$ cat src/hw/rtl/msawc_pkg.sv
// ---------------------------------------------------------------------------
// msawc_pkg: shared types and constants
// Field widths, register indexes and the controller/datapath handshake types.
// ---------------------------------------------------------------------------
package msawc_pkg;

    localparam int DIST_W     = 12;
    localparam int LEN_W      = 12;
    localparam int THR_W      = 16;
    localparam int CFG_IDX_W  = 2;
    localparam int CFG_DATA_W = 16;
    localparam int S_DATA_W   = 16;
    localparam int M_DATA_W   = 8;
    // threshold is 12.4, so T*T carries 8 fraction bits
    localparam int THR_SQ_FRAC = 8;

    localparam logic [CFG_IDX_W-1:0] REG_CLOSE_LENGTH     = 2'd0;
    localparam logic [CFG_IDX_W-1:0] REG_OPEN_LENGTH      = 2'd1;
    localparam logic [CFG_IDX_W-1:0] REG_SPREAD_THRESHOLD = 2'd2;
    localparam logic [CFG_IDX_W-1:0] REG_WINDOW_IS_OPEN   = 2'd3;

    // one-hot step commands from the controller
    typedef struct packed {
        logic capture;  // latch the request
        logic read;     // read the slot about to be overwritten
        logic square;   // square old and new sample
        logic accum;    // update ring, sums, count and slot
        logic mul;      // form the four products
        logic diff;     // form lhs and rhs of the spread test
        logic finish;   // load the result register
    } t_cmd;

    typedef struct packed {
        logic out_valid;
    } t_sts;

endpackage

$ cat src/hw/rtl/msawc_ctl.sv
// ---------------------------------------------------------------------------
// msawc_ctl: step sequencer
// Walks one request through the datapath steps and hands off the result.
// ---------------------------------------------------------------------------
module msawc_ctl (
    input  logic              i_clk,
    input  logic              i_rst_n,
    input  logic              i_s_tvalid,
    output logic              o_s_tready,
    input  logic              i_m_tready,
    input  msawc_pkg::t_sts   i_sts,
    output msawc_pkg::t_cmd   o_cmd
);

    localparam logic [2:0] S_IDLE = 3'd0;
    localparam logic [2:0] S_READ = 3'd1;
    localparam logic [2:0] S_SQ   = 3'd2;
    localparam logic [2:0] S_ACC  = 3'd3;
    localparam logic [2:0] S_MUL  = 3'd4;
    localparam logic [2:0] S_DIFF = 3'd5;
    localparam logic [2:0] S_DONE = 3'd6;

    logic [2:0] r_state;
    logic [2:0] n_state;
    logic       w_finish;

    assign o_s_tready = (r_state == S_IDLE);
    // load the result once the output register is free or being drained
    assign w_finish   = (r_state == S_DONE) && (!i_sts.out_valid || i_m_tready);

    always_comb begin
        o_cmd         = '0;
        o_cmd.capture = o_s_tready && i_s_tvalid;
        o_cmd.read    = (r_state == S_READ);
        o_cmd.square  = (r_state == S_SQ);
        o_cmd.accum   = (r_state == S_ACC);
        o_cmd.mul     = (r_state == S_MUL);
        o_cmd.diff    = (r_state == S_DIFF);
        o_cmd.finish  = w_finish;
    end

    always_comb begin
        n_state = r_state;
        unique case (r_state)
            S_IDLE: if (i_s_tvalid) n_state = S_READ;
            S_READ: n_state = S_SQ;
            S_SQ:   n_state = S_ACC;
            S_ACC:  n_state = S_MUL;
            S_MUL:  n_state = S_DIFF;
            S_DIFF: n_state = S_DONE;
            S_DONE: if (w_finish) n_state = S_IDLE;
            default: n_state = S_IDLE;
        endcase
    end

    always_ff @(posedge i_clk) begin
        if (!i_rst_n) begin
            r_state <= S_IDLE;
        end else begin
            r_state <= n_state;
        end
    end

endmodule

$ cat src/hw/rtl/msawc_dp.sv
// ---------------------------------------------------------------------------
// msawc_dp: window datapath
// Sample ring, running sums, spread products, config and result registers.
// ---------------------------------------------------------------------------
module msawc_dp #(
    parameter int WINDOW_DEPTH = 16
) (
    input  logic                                 i_clk,
    input  logic                                 i_rst_n,
    input  logic                                 i_cfg_we,
    input  logic [msawc_pkg::CFG_IDX_W-1:0]      i_cfg_idx,
    input  logic [msawc_pkg::CFG_DATA_W-1:0]     i_cfg_data,
    input  logic [msawc_pkg::S_DATA_W-1:0]       i_s_tdata,
    input  logic                                 i_m_tready,
    output logic                                 o_m_tvalid,
    output logic [msawc_pkg::M_DATA_W-1:0]       o_m_tdata,
    input  msawc_pkg::t_cmd                      i_cmd,
    output msawc_pkg::t_sts                      o_sts
);

    localparam int DW     = msawc_pkg::DIST_W;
    localparam int LW     = msawc_pkg::LEN_W;
    localparam int TW     = msawc_pkg::THR_W;
    localparam int FR     = msawc_pkg::THR_SQ_FRAC;
    localparam int SLOT_W = $clog2(WINDOW_DEPTH);
    localparam int CNT_W  = $clog2(WINDOW_DEPTH + 1);
    localparam int SUM_W  = DW + SLOT_W;
    localparam int SQ_W   = 2 * DW + SLOT_W;
    localparam int P1_W   = CNT_W + SQ_W;
    localparam int P2_W   = 2 * SUM_W;
    localparam int P3_W   = 2 * TW;
    localparam int P4_W   = 2 * CNT_W;
    localparam int RHS_W  = P3_W + P4_W;
    localparam int CMP_W  = ((P1_W + FR) > RHS_W) ? (P1_W + FR) : RHS_W;

    // configuration
    logic [LW-1:0]      r_close_len;
    logic [LW-1:0]      r_open_len;
    logic [TW-1:0]      r_thr;
    logic               r_is_open;

    // window state
    logic [DW-1:0]      r_ring [WINDOW_DEPTH];
    logic [CNT_W-1:0]   r_cnt;
    logic [SLOT_W-1:0]  r_slot;
    logic [SUM_W-1:0]   r_sum;
    logic [SQ_W-1:0]    r_sumsq;
    logic               r_prev_motion;
    logic               r_out_valid;

    // per-request payload
    logic               r_motion;
    logic [DW-1:0]      r_dist;
    logic [DW-1:0]      r_old;
    logic [2*DW-1:0]    r_old_sq;
    logic [2*DW-1:0]    r_dist_sq;
    logic [P1_W-1:0]    r_p1;
    logic [P2_W-1:0]    r_p2;
    logic [P3_W-1:0]    r_p3;
    logic [P4_W-1:0]    r_p4;
    logic [P1_W-1:0]    r_lhs;
    logic [RHS_W-1:0]   r_rhs;
    logic [msawc_pkg::M_DATA_W-1:0] r_out;

    logic               w_full;
    logic [DW-1:0]      w_old;
    logic [2*DW-1:0]    w_old_sq;
    logic               w_move;
    logic               w_ccw;
    logic               w_buzz;
    logic               w_spread;

    assign w_full   = (r_cnt == CNT_W'(WINDOW_DEPTH));
    assign w_old    = w_full ? r_old : '0;
    assign w_old_sq = w_full ? r_old_sq : '0;

    assign w_move   = r_is_open ? (r_dist > r_open_len) : (r_dist > r_close_len);
    assign w_ccw    = r_is_open && (r_dist > r_open_len);
    assign w_spread = CMP_W'({r_lhs, FR'(0)}) > CMP_W'(r_rhs);
    assign w_buzz   = !r_prev_motion && r_motion && (r_cnt >= CNT_W'(2)) && w_spread;

    assign o_m_tvalid      = r_out_valid;
    assign o_m_tdata       = r_out;
    assign o_sts.out_valid = r_out_valid;

    // control state
    always_ff @(posedge i_clk) begin
        if (!i_rst_n) begin
            r_close_len   <= '0;
            r_open_len    <= '0;
            r_thr         <= '0;
            r_is_open     <= 1'b0;
            r_cnt         <= '0;
            r_slot        <= '0;
            r_sum         <= '0;
            r_sumsq       <= '0;
            r_prev_motion <= 1'b0;
            r_out_valid   <= 1'b0;
        end else begin
            if (i_cfg_we) begin
                unique case (i_cfg_idx)
                    msawc_pkg::REG_CLOSE_LENGTH:     r_close_len <= i_cfg_data[LW-1:0];
                    msawc_pkg::REG_OPEN_LENGTH:      r_open_len  <= i_cfg_data[LW-1:0];
                    msawc_pkg::REG_SPREAD_THRESHOLD: r_thr       <= i_cfg_data[TW-1:0];
                    msawc_pkg::REG_WINDOW_IS_OPEN:   r_is_open   <= i_cfg_data[0];
                    default: ;
                endcase
            end
            if (i_cmd.accum) begin
                r_sum   <= r_sum - SUM_W'(w_old) + SUM_W'(r_dist);
                r_sumsq <= r_sumsq - SQ_W'(w_old_sq) + SQ_W'(r_dist_sq);
                if (!w_full) begin
                    r_cnt <= r_cnt + CNT_W'(1);
                end
                if (r_slot == SLOT_W'(WINDOW_DEPTH - 1)) begin
                    r_slot <= '0;
                end else begin
                    r_slot <= r_slot + SLOT_W'(1);
                end
            end
            if (i_cmd.finish) begin
                r_prev_motion <= r_motion;
                r_out_valid   <= 1'b1;
            end else if (i_m_tready) begin
                r_out_valid   <= 1'b0;
            end
        end
    end

    // ring storage
    always_ff @(posedge i_clk) begin
        if (i_cmd.accum) begin
            r_ring[r_slot] <= r_dist;
        end
        if (i_cmd.read) begin
            r_old <= r_ring[r_slot];
        end
    end

    // payload pipeline
    always_ff @(posedge i_clk) begin
        if (i_cmd.capture) begin
            r_motion <= i_s_tdata[0];
            r_dist   <= i_s_tdata[DW:1];
        end
        if (i_cmd.square) begin
            r_old_sq  <= (2*DW)'(r_old) * (2*DW)'(r_old);
            r_dist_sq <= (2*DW)'(r_dist) * (2*DW)'(r_dist);
        end
        if (i_cmd.mul) begin
            r_p1 <= P1_W'(r_cnt) * P1_W'(r_sumsq);
            r_p2 <= P2_W'(r_sum) * P2_W'(r_sum);
            r_p3 <= P3_W'(r_thr) * P3_W'(r_thr);
            r_p4 <= P4_W'(r_cnt) * P4_W'(r_cnt - CNT_W'(1));
        end
        if (i_cmd.diff) begin
            r_lhs <= r_p1 - P1_W'(r_p2);
            r_rhs <= RHS_W'(r_p3) * RHS_W'(r_p4);
        end
        if (i_cmd.finish) begin
            r_out <= {5'b0, w_buzz, w_ccw, w_move};
        end
    end

endmodule

$ cat src/hw/rtl/motion_spread_alarm_window_ctl_unit.sv
// ---------------------------------------------------------------------------
// motion_spread_alarm_window_ctl_unit: motion spread alarm and window control
// Sliding-window distance spread test on motion edges plus window motor flags.
// ---------------------------------------------------------------------------
// Each accepted sensor tick (motion level, distance) produces exactly one
// result (window_move, window_ccw, buzzer). The distance joins a ring of the
// last WINDOW_DEPTH samples with running sum and sum of squares; on a rising
// motion edge the buzzer is set when n*sumsq - sum^2, scaled by 256, exceeds
// T^2*n*(n-1), T being the 12.4 threshold; fewer than two samples never alarm.
// A tick goes from acceptance to the result register through these steps: ring read,
// squaring, sum update, products, difference, and result load. The sequencer
// handles one tick at a time and is ready for the next one as soon as the
// result loads; a result that is not taken holds the sequencer in its last
// step. Ring entries are used only after they were written, so the ring
// needs no clearing pass. Configuration writes land at once and must be
// issued while no tick is in flight.
module motion_spread_alarm_window_ctl_unit #(
    parameter int WINDOW_DEPTH = 16
) (
    input  logic                                 i_clk,
    input  logic                                 i_rst_n,
    // configuration write port
    input  logic                                 i_cfg_we,
    input  logic [msawc_pkg::CFG_IDX_W-1:0]      i_cfg_idx,
    input  logic [msawc_pkg::CFG_DATA_W-1:0]     i_cfg_data,
    // request stream
    input  logic                                 i_s_tvalid,
    output logic                                 o_s_tready,
    input  logic [msawc_pkg::S_DATA_W-1:0]       i_s_tdata,  // [0] motion, [12:1] distance
    // result stream
    output logic                                 o_m_tvalid,
    input  logic                                 i_m_tready,
    output logic [msawc_pkg::M_DATA_W-1:0]       o_m_tdata   // [0] move, [1] ccw, [2] buzzer
);

    msawc_pkg::t_cmd w_cmd;
    msawc_pkg::t_sts w_sts;

    // sequence the steps of one request
    msawc_ctl u_ctl (
        .i_clk      (i_clk),
        .i_rst_n    (i_rst_n),
        .i_s_tvalid (i_s_tvalid),
        .o_s_tready (o_s_tready),
        .i_m_tready (i_m_tready),
        .i_sts      (w_sts),
        .o_cmd      (w_cmd)
    );

    // hold the window, sums, products and result register
    msawc_dp #(
        .WINDOW_DEPTH (WINDOW_DEPTH)
    ) u_dp (
        .i_clk      (i_clk),
        .i_rst_n    (i_rst_n),
        .i_cfg_we   (i_cfg_we),
        .i_cfg_idx  (i_cfg_idx),
        .i_cfg_data (i_cfg_data),
        .i_s_tdata  (i_s_tdata),
        .i_m_tready (i_m_tready),
        .o_m_tvalid (o_m_tvalid),
        .o_m_tdata  (o_m_tdata),
        .i_cmd      (w_cmd),
        .o_sts      (w_sts)
    );

endmodule

$ cat config.mk
export PLATFORM = sky130hd
export DESIGN_NAME = motion_spread_alarm_window_ctl_unit
export DESIGN_NICKNAME = d
export VERILOG_FILES = /design/src/hw/rtl/msawc_pkg.sv /design/src/hw/rtl/msawc_ctl.sv /design/src/hw/rtl/msawc_dp.sv /design/src/hw/rtl/motion_spread_alarm_window_ctl_unit.sv
export SDC_FILE = /design/constraint.sdc
export NUM_CORES = 2
export LEC_CHECK = 0
export BUFFER_PORTS_ARGS = -buffer_cell sky130_fd_sc_hd__buf_2
export CAP_MARGIN = 20
export CORE_ASPECT_RATIO = 1.75
export CORE_UTILIZATION = 35
export DETAILED_ROUTE_END_ITERATION = 6
export SLEW_MARGIN = 10
export SYNTH_ARGS = -nofsm -noshare
export SYNTH_HDL_FRONTEND = slang
export SYNTH_SLANG_ARGS = --single-unit
$ cat constraint.sdc
create_clock -name i_clk -period 12.8 [get_ports i_clk]
set_input_delay 3.2 -clock i_clk [delete_from_list [all_inputs] [get_ports i_clk]]
set_output_delay 3.2 -clock i_clk [all_outputs]
set_load 0.1 [all_outputs]
-- After elaboration in Yosys (flattened, before gate mapping)
Memory sizes are Yosys's and may differ from the RTL's. A register that Yosys moved wholly into a read port is not among the register bits.
Cells that the tools add are included.
- $mul: 7
- bitwise gates (word level): 1
- $add $sub $neg: 8
- order comparisons: 4
- reductions and logical operators: 18
- equality and inequality tests: 13
- multiplexer cells: 11
- operator list (kind ; count):
    16-bit by 16-bit multiplier with 32-bit output ; 2
    12-bit by 12-bit multiplier with 24-bit output ; 2
    41-bit by 42-bit greater-than comparator with 1-bit output ; 1
    32-bit by 10-bit multiplier with 42-bit output ; 1
    5-bit by 28-bit multiplier with 33-bit output ; 1
    33-bit by 32-bit subtractor with 33-bit output ; 1
    28-bit by 24-bit adder with 28-bit output ; 1
    28-bit by 24-bit subtractor with 28-bit output ; 1
    12-bit greater-than comparator ; 2
    24-bit 2-to-1 mux ; 1
    3-bit one-hot mux with 7 select lines ; 1
    16-bit by 12-bit adder with 16-bit output ; 1
    16-bit by 12-bit subtractor with 16-bit output ; 1
    12-bit 2-to-1 mux ; 1
    2-bit AND reduction ; 6
    5-bit by 10-bit multiplier with 10-bit output ; 1
    3-bit equality test, second input constant ; 3
    3-bit by 2-bit equality test with 1-bit output, second input constant ; 2
    1-bit logical AND ; 6
    3-bit 2-to-1 mux ; 2
    5-bit by 1-bit subtractor with 6-bit output, second input constant ; 1
    5-bit by 1-bit adder with 5-bit output, second input constant ; 1
    5-bit equality test, second input constant ; 1
    5-bit by 2-bit >= comparator with 1-bit output, second input constant ; 1
    15 further kinds ; 21
- bits of input ports: 39
- memories: 1
- flip-flop bits (word level): 345
- output and inout port bits: 10
- word-level logic and storage cells: 85
- bits in writable memories: 192
- memories (name ; depth ; bits a word ; rd ports ; clocked after Yosys merged registers in ; wr ports ; line ; source):
    u_dp.r_ring ; 16 ; 12 ; 1 ; 1 ; 1 ; msawc_dp.sv:43 ; logic [DW-1:0] r_ring [WINDOW_DEPTH];

-- Depth between registers and ports, before layout
- depth after elaboration: 5
- mapped depth: 26
- depth with buffers taken out: 25

-- By module
Synthesis repeated with hierarchy kept, for this count alone.
- cells, all modules: 5969
- area, all modules: 60474.2 µm²
- modules (own cells, without submodules) (module ; instances ; sequential area each (µm²) ; cells each ; area an instance (µm²)):
    msawc_dp ; 1 ; 15254.6 ; 5946 ; 60275.3
    msawc_ctl ; 1 ; 60.1 ; 23 ; 198.9

-- Worst setup path after synthesis
No wires, ideal clock.
- kind: register to register
- start point: register u_ctl.r_state[2]
- end point: register u_dp.r_p1[0] (enable)
- path buffers: 1
- library setup time: 0.716 ns
- data arrival time: 8.172 ns
- cell stages (with the launch flop): 3
- required time: 12.084 ns
- clock period less this slack: 8.888 ns
- path slack: 3.912 ns
- cell sequence: dfxtp_1 -> clkbuf_1 -> nor3b_1
- longest elaborated chain between the ends: 1
- ends and longest elaborated chain (element ; line ; source):
    from (decl) ; msawc_ctl.sv:23 ; logic [2:0] r_state;
    from (signal assigned) ; msawc_ctl.sv:60 ; r_state <= n_state;
    3-bit equality test ; msawc_ctl.sv:37 ; o_cmd.mul = (r_state == S_MUL);
    to (signal assigned) ; msawc_dp.sv:151 ; r_p1 <= P1_W'(r_cnt) * P1_W'(r_sumsq);
    to (decl) ; msawc_dp.sv:57 ; logic [P1_W-1:0] r_p1;
No other way between the ends.
A chain may end at the register's enable or synchronous reset.

-- Worst setup path after layout
- start point: register u_dp.r_sum[2]
- end point: register u_dp.r_p2[30], data pin
- longest elaborated chain between the ends: 1
- ends and longest elaborated chain (element ; line ; source):
    from (decl) ; msawc_dp.sv:46 ; logic [SUM_W-1:0] r_sum;
    from (signal assigned) ; msawc_dp.sv:110 ; r_sum <= r_sum - SUM_W'(w_old) + SUM_W'(r_dist);
    16-bit by 16-bit multiplier with 32-bit output ; msawc_dp.sv:152 ; r_p2 <= P2_W'(r_sum) * P2_W'(r_sum);
    to (signal assigned) ; msawc_dp.sv:152 ;
    to (decl) ; msawc_dp.sv:58 ; logic [P2_W-1:0] r_p2;
No other way between the ends.

==> flow_summary.toml <==
[outcome]
outcome = "finished clean"

[clock_network]
clkLatencyLatePin_ps = 670
cts_tree = "yes"
clk_pin_slew_ps = 60
cts_buffer_depth = 3
clock-root-buffer = "clkbuf_16"
cts_setup_buffers = 0
cts.sinks = 543
ctsResizeCount = 0
hold_buffers = 0
tritoncts.num_buffers = 53
htreeDepth = 2

[synth]
yosysTopAreaCell = "fa_1"
yosys-top-cells-area = "fa_1, edfxtp_1, ha_1"
synth_top_cell_area_share_pct = 26.96
synthesis.area_sq_um = 60450
syn_avg_cell_area_sq_um = 10.06
synth-edff-count = 444
synth.most_common_cell = "inv_1"
synthTopCellsByCount = "inv_1, fa_1, ha_1, nand2_1, edfxtp_1"
yosys_register_bits = 543
yosysUniqueCellTypes = 88
synth_cells = 6008
ys_seq_area_share_pct = 25.33
synth_ff_type = "edfxtp_1"
synthArstFlopShare_pct = 0
ys_warn_count = 0

[timing]
finalHoldViolCount = 0
tns_ps = 0
final.setup_skew_ps = 69.36
fin_crit_sh_pct = 57.59
finalSetupViolations = 0
worst_pin_slew_ps = 1042
finalMaxSlewViolations = 0
fin_crit_ps = 7371
fmax_ghz = 0.1357
relSlewSlack_pct = 30.53
hold_ws_ps = 457.2
rsz0062_at_grt = "false"

[routing]
drc = 0
wl_mm = 141.5
wire_per_inst_microns = 17.13
drt_pass1_iterations = 5
vias = 40470
avgViaCountPerCell = 4.900
drt-initial-drc-count = 1656
ant_nets = 0

[worst_setup_path]
regToRegStartpoint = "u_dp.r_sum[2]$_SDFFE_PN0P_"
cp.arrival_ps = 7780
critPathKind = "reg2reg"
path_max_fanout = 12
r2r_slack_ps = 5430
critical_path_required_ps = 13210
reg2reg_to = "u_dp.r_p2[30]$_DFFE_PP_"
cp-start-kind = "flip-flop"
worst_setup_path_end_kind = "flip-flop"
reg2reg_depth = 24

[power_and_ir_drop]
leakagePower_nw = 31.30
ir_worst_vdd_mv = 0.1435
power.density_nw_per_um2 = 119.7
power.total_mw = 7.773

[place]
place.gp.congestion = 0.8801
portBuffers = 40
hpwl_mm = 115.5
postPlaceCellArea_sq_um = 63160

[global_route]
grt_max_degree = 75
first_global_vias = 43240
grt_pass1_wl_mm = 225.1
overflow = 0
antenna_found_initial = 4
grt_usage_pct = 16.44

[die]
dieArea_sq_um = 174500
die_h_microns = 551.8
die_w_microns = 316.2
core-area_sq_um = 171500
start_util_pct = 35.25
io_pins = 49
fp-row-count = 201

[final_layout]
postLayoutCellArea_sq_um = 64940
area_growth_pct = 7.428
drive_gt1_share_pct = 4.815
fin_util_pct = 37.86
layout.nets = 7447

[min_path]
holdPathStages = 2
worstHoldEndpoint = "u_dp.r_thr[0]$_SDFFE_PN0P_"
hold_class = "reg2reg"
min_from = "u_dp.r_thr[0]$_SDFFE_PN0P_"

[job]
max-cap-violations = 0
-- power breakdown --
| group | total [mW] | switching, mW | internal, mW |
|---|---|---|---|
| clock | 1.62 | 0.753 | 0.864 |
| sequential | 2.24 | 0.0662 | 2.17 |
| combinational | 3.92 | 2.26 | 1.66 |
-- cell type report --
type                       count  area [sq um]
timing repair buffer          84         530.5
clock inverter                39         414.1
tap                         2233          2794
clock buffer                  60          1353
sequential                   543         15320
inverter                    1277          4793
antenna                        4         10.01
fill                       17060        106600
multi-input combinational   4020         39730
-- how the worst max path moves through the flow --
| stage | startpoint | to | slack, ps | cells after the start |
|---|---|---|---|---|
| finish | u_dp.r_sum[2]$_SDFFE_PN0P_ | u_dp.r_p2[30]$_DFFE_PP_ | 5430 | 24 |
| global route | u_dp.r_sum[2]$_SDFFE_PN0P_ | u_dp.r_p2[30]$_DFFE_PP_ | 5170 | 24 |
| CTS | u_dp.r_sum[2]$_SDFFE_PN0P_ | u_dp.r_p2[30]$_DFFE_PP_ | 5500 | 24 |
| detailed placement | u_dp.r_sum[2]$_SDFFE_PN0P_ | u_dp.r_p2[30]$_DFFE_PP_ | 5450 | 24 |
| global placement | u_dp.r_sum[2]$_SDFFE_PN0P_ | u_dp.r_p2[30]$_DFFE_PP_ | 5480 | 24 |
| floorplan | u_ctl.r_state[2]$_SDFFE_PN0P_ | u_dp.r_p1[0]$_DFFE_PP_ | 3910 | 2 |
-- state kept, by name, summed over array words and instances (netlist names), 23 cells and up --
signal,flops
u_dp.r_dist_sq,23
u_dp.r_p1,33
u_dp.r_sumsq,28
u_dp.r_lhs,33
u_dp.r_p2,31
u_dp.r_rhs,41
u_dp.r_p3,31
u_dp.r_old_sq,23
u_dp.r_ring,192
-- kinds of logic (layout without fill, tap and decap cells) --
family / count (synthesis) / count (layout) / synth area share [%]
xor gates and xnor gates: 245 / 245 / 3.550
AOI/OAI and AO/OA: 721 / 721 / 7.737
DFF: 543 / 543 / 25.33
and+or+nand+nor: 1527 / 1527 / 11.97
adders and majority gates: 1429 / 1429 / 39.68
muxes: 83 / 83 / 2.624
other: 2 / 19 / 0.01242
buffers and inverters: 1458 / 1460 / 9.086
-- metrics by stage --
| stage | cells | worst slack, ps |
|---|---|---|
| floorplan | 6021 | 3912 |
| finish | 8260 | 5429 |
| CTS | 8255 | 5500 |
| global placement | 8156 | 5482 |
| detailed placement | 8156 | 5453 |
| global route | 8256 | 5166 |
-- worst max-delay path, cell delays in order (launching register included) --
cell and delay (ps):
dfxtp_1 680, clkinv_1 550, nor2_1 340, fa_1 200
inv_1 50, fa_1 530, inv_1 50, fa_1 490
inv_1 60, fa_1 530, inv_1 50, fa_1 470
inv_1 50, fa_1 480, inv_1 40, ha_1 340
a21o_1 190, a21o_1 190, a21oi_1 160, o21ai_1 230
o31ai_1 430, o21ai_1 150, o41ai_1 560, o21ai_1 190
xor2_1 160
-- cells in the final DEF, fill, tap and decap left out, types with 127 or more instances in the layout --
| cell | netlist | routed |
|---|---|---|
| xnor2_1 | 170 | 170 |
| nand2_1 | 571 | 571 |
| a21o_1 | 127 | 127 |
| edfxtp_1 | 444 | 444 |
| a21oi_1 | 260 | 260 |
| nor2_1 | 329 | 327 |
| inv_1 | 1263 | 1262 |
| fa_1 | 814 | 814 |
| ha_1 | 615 | 615 |
| and2_1 | 316 | 316 |
-- routing by layer --
layer	up-vias	track usage, %	wire (microns)
li1	19090	-	-
met1	20400	16.64	50300
met2	678	32.60	79200
met3	302	1.159	3353
met4	2	9.142	8615
met5	-	0	8
Power figures use the tool's default switching activity.
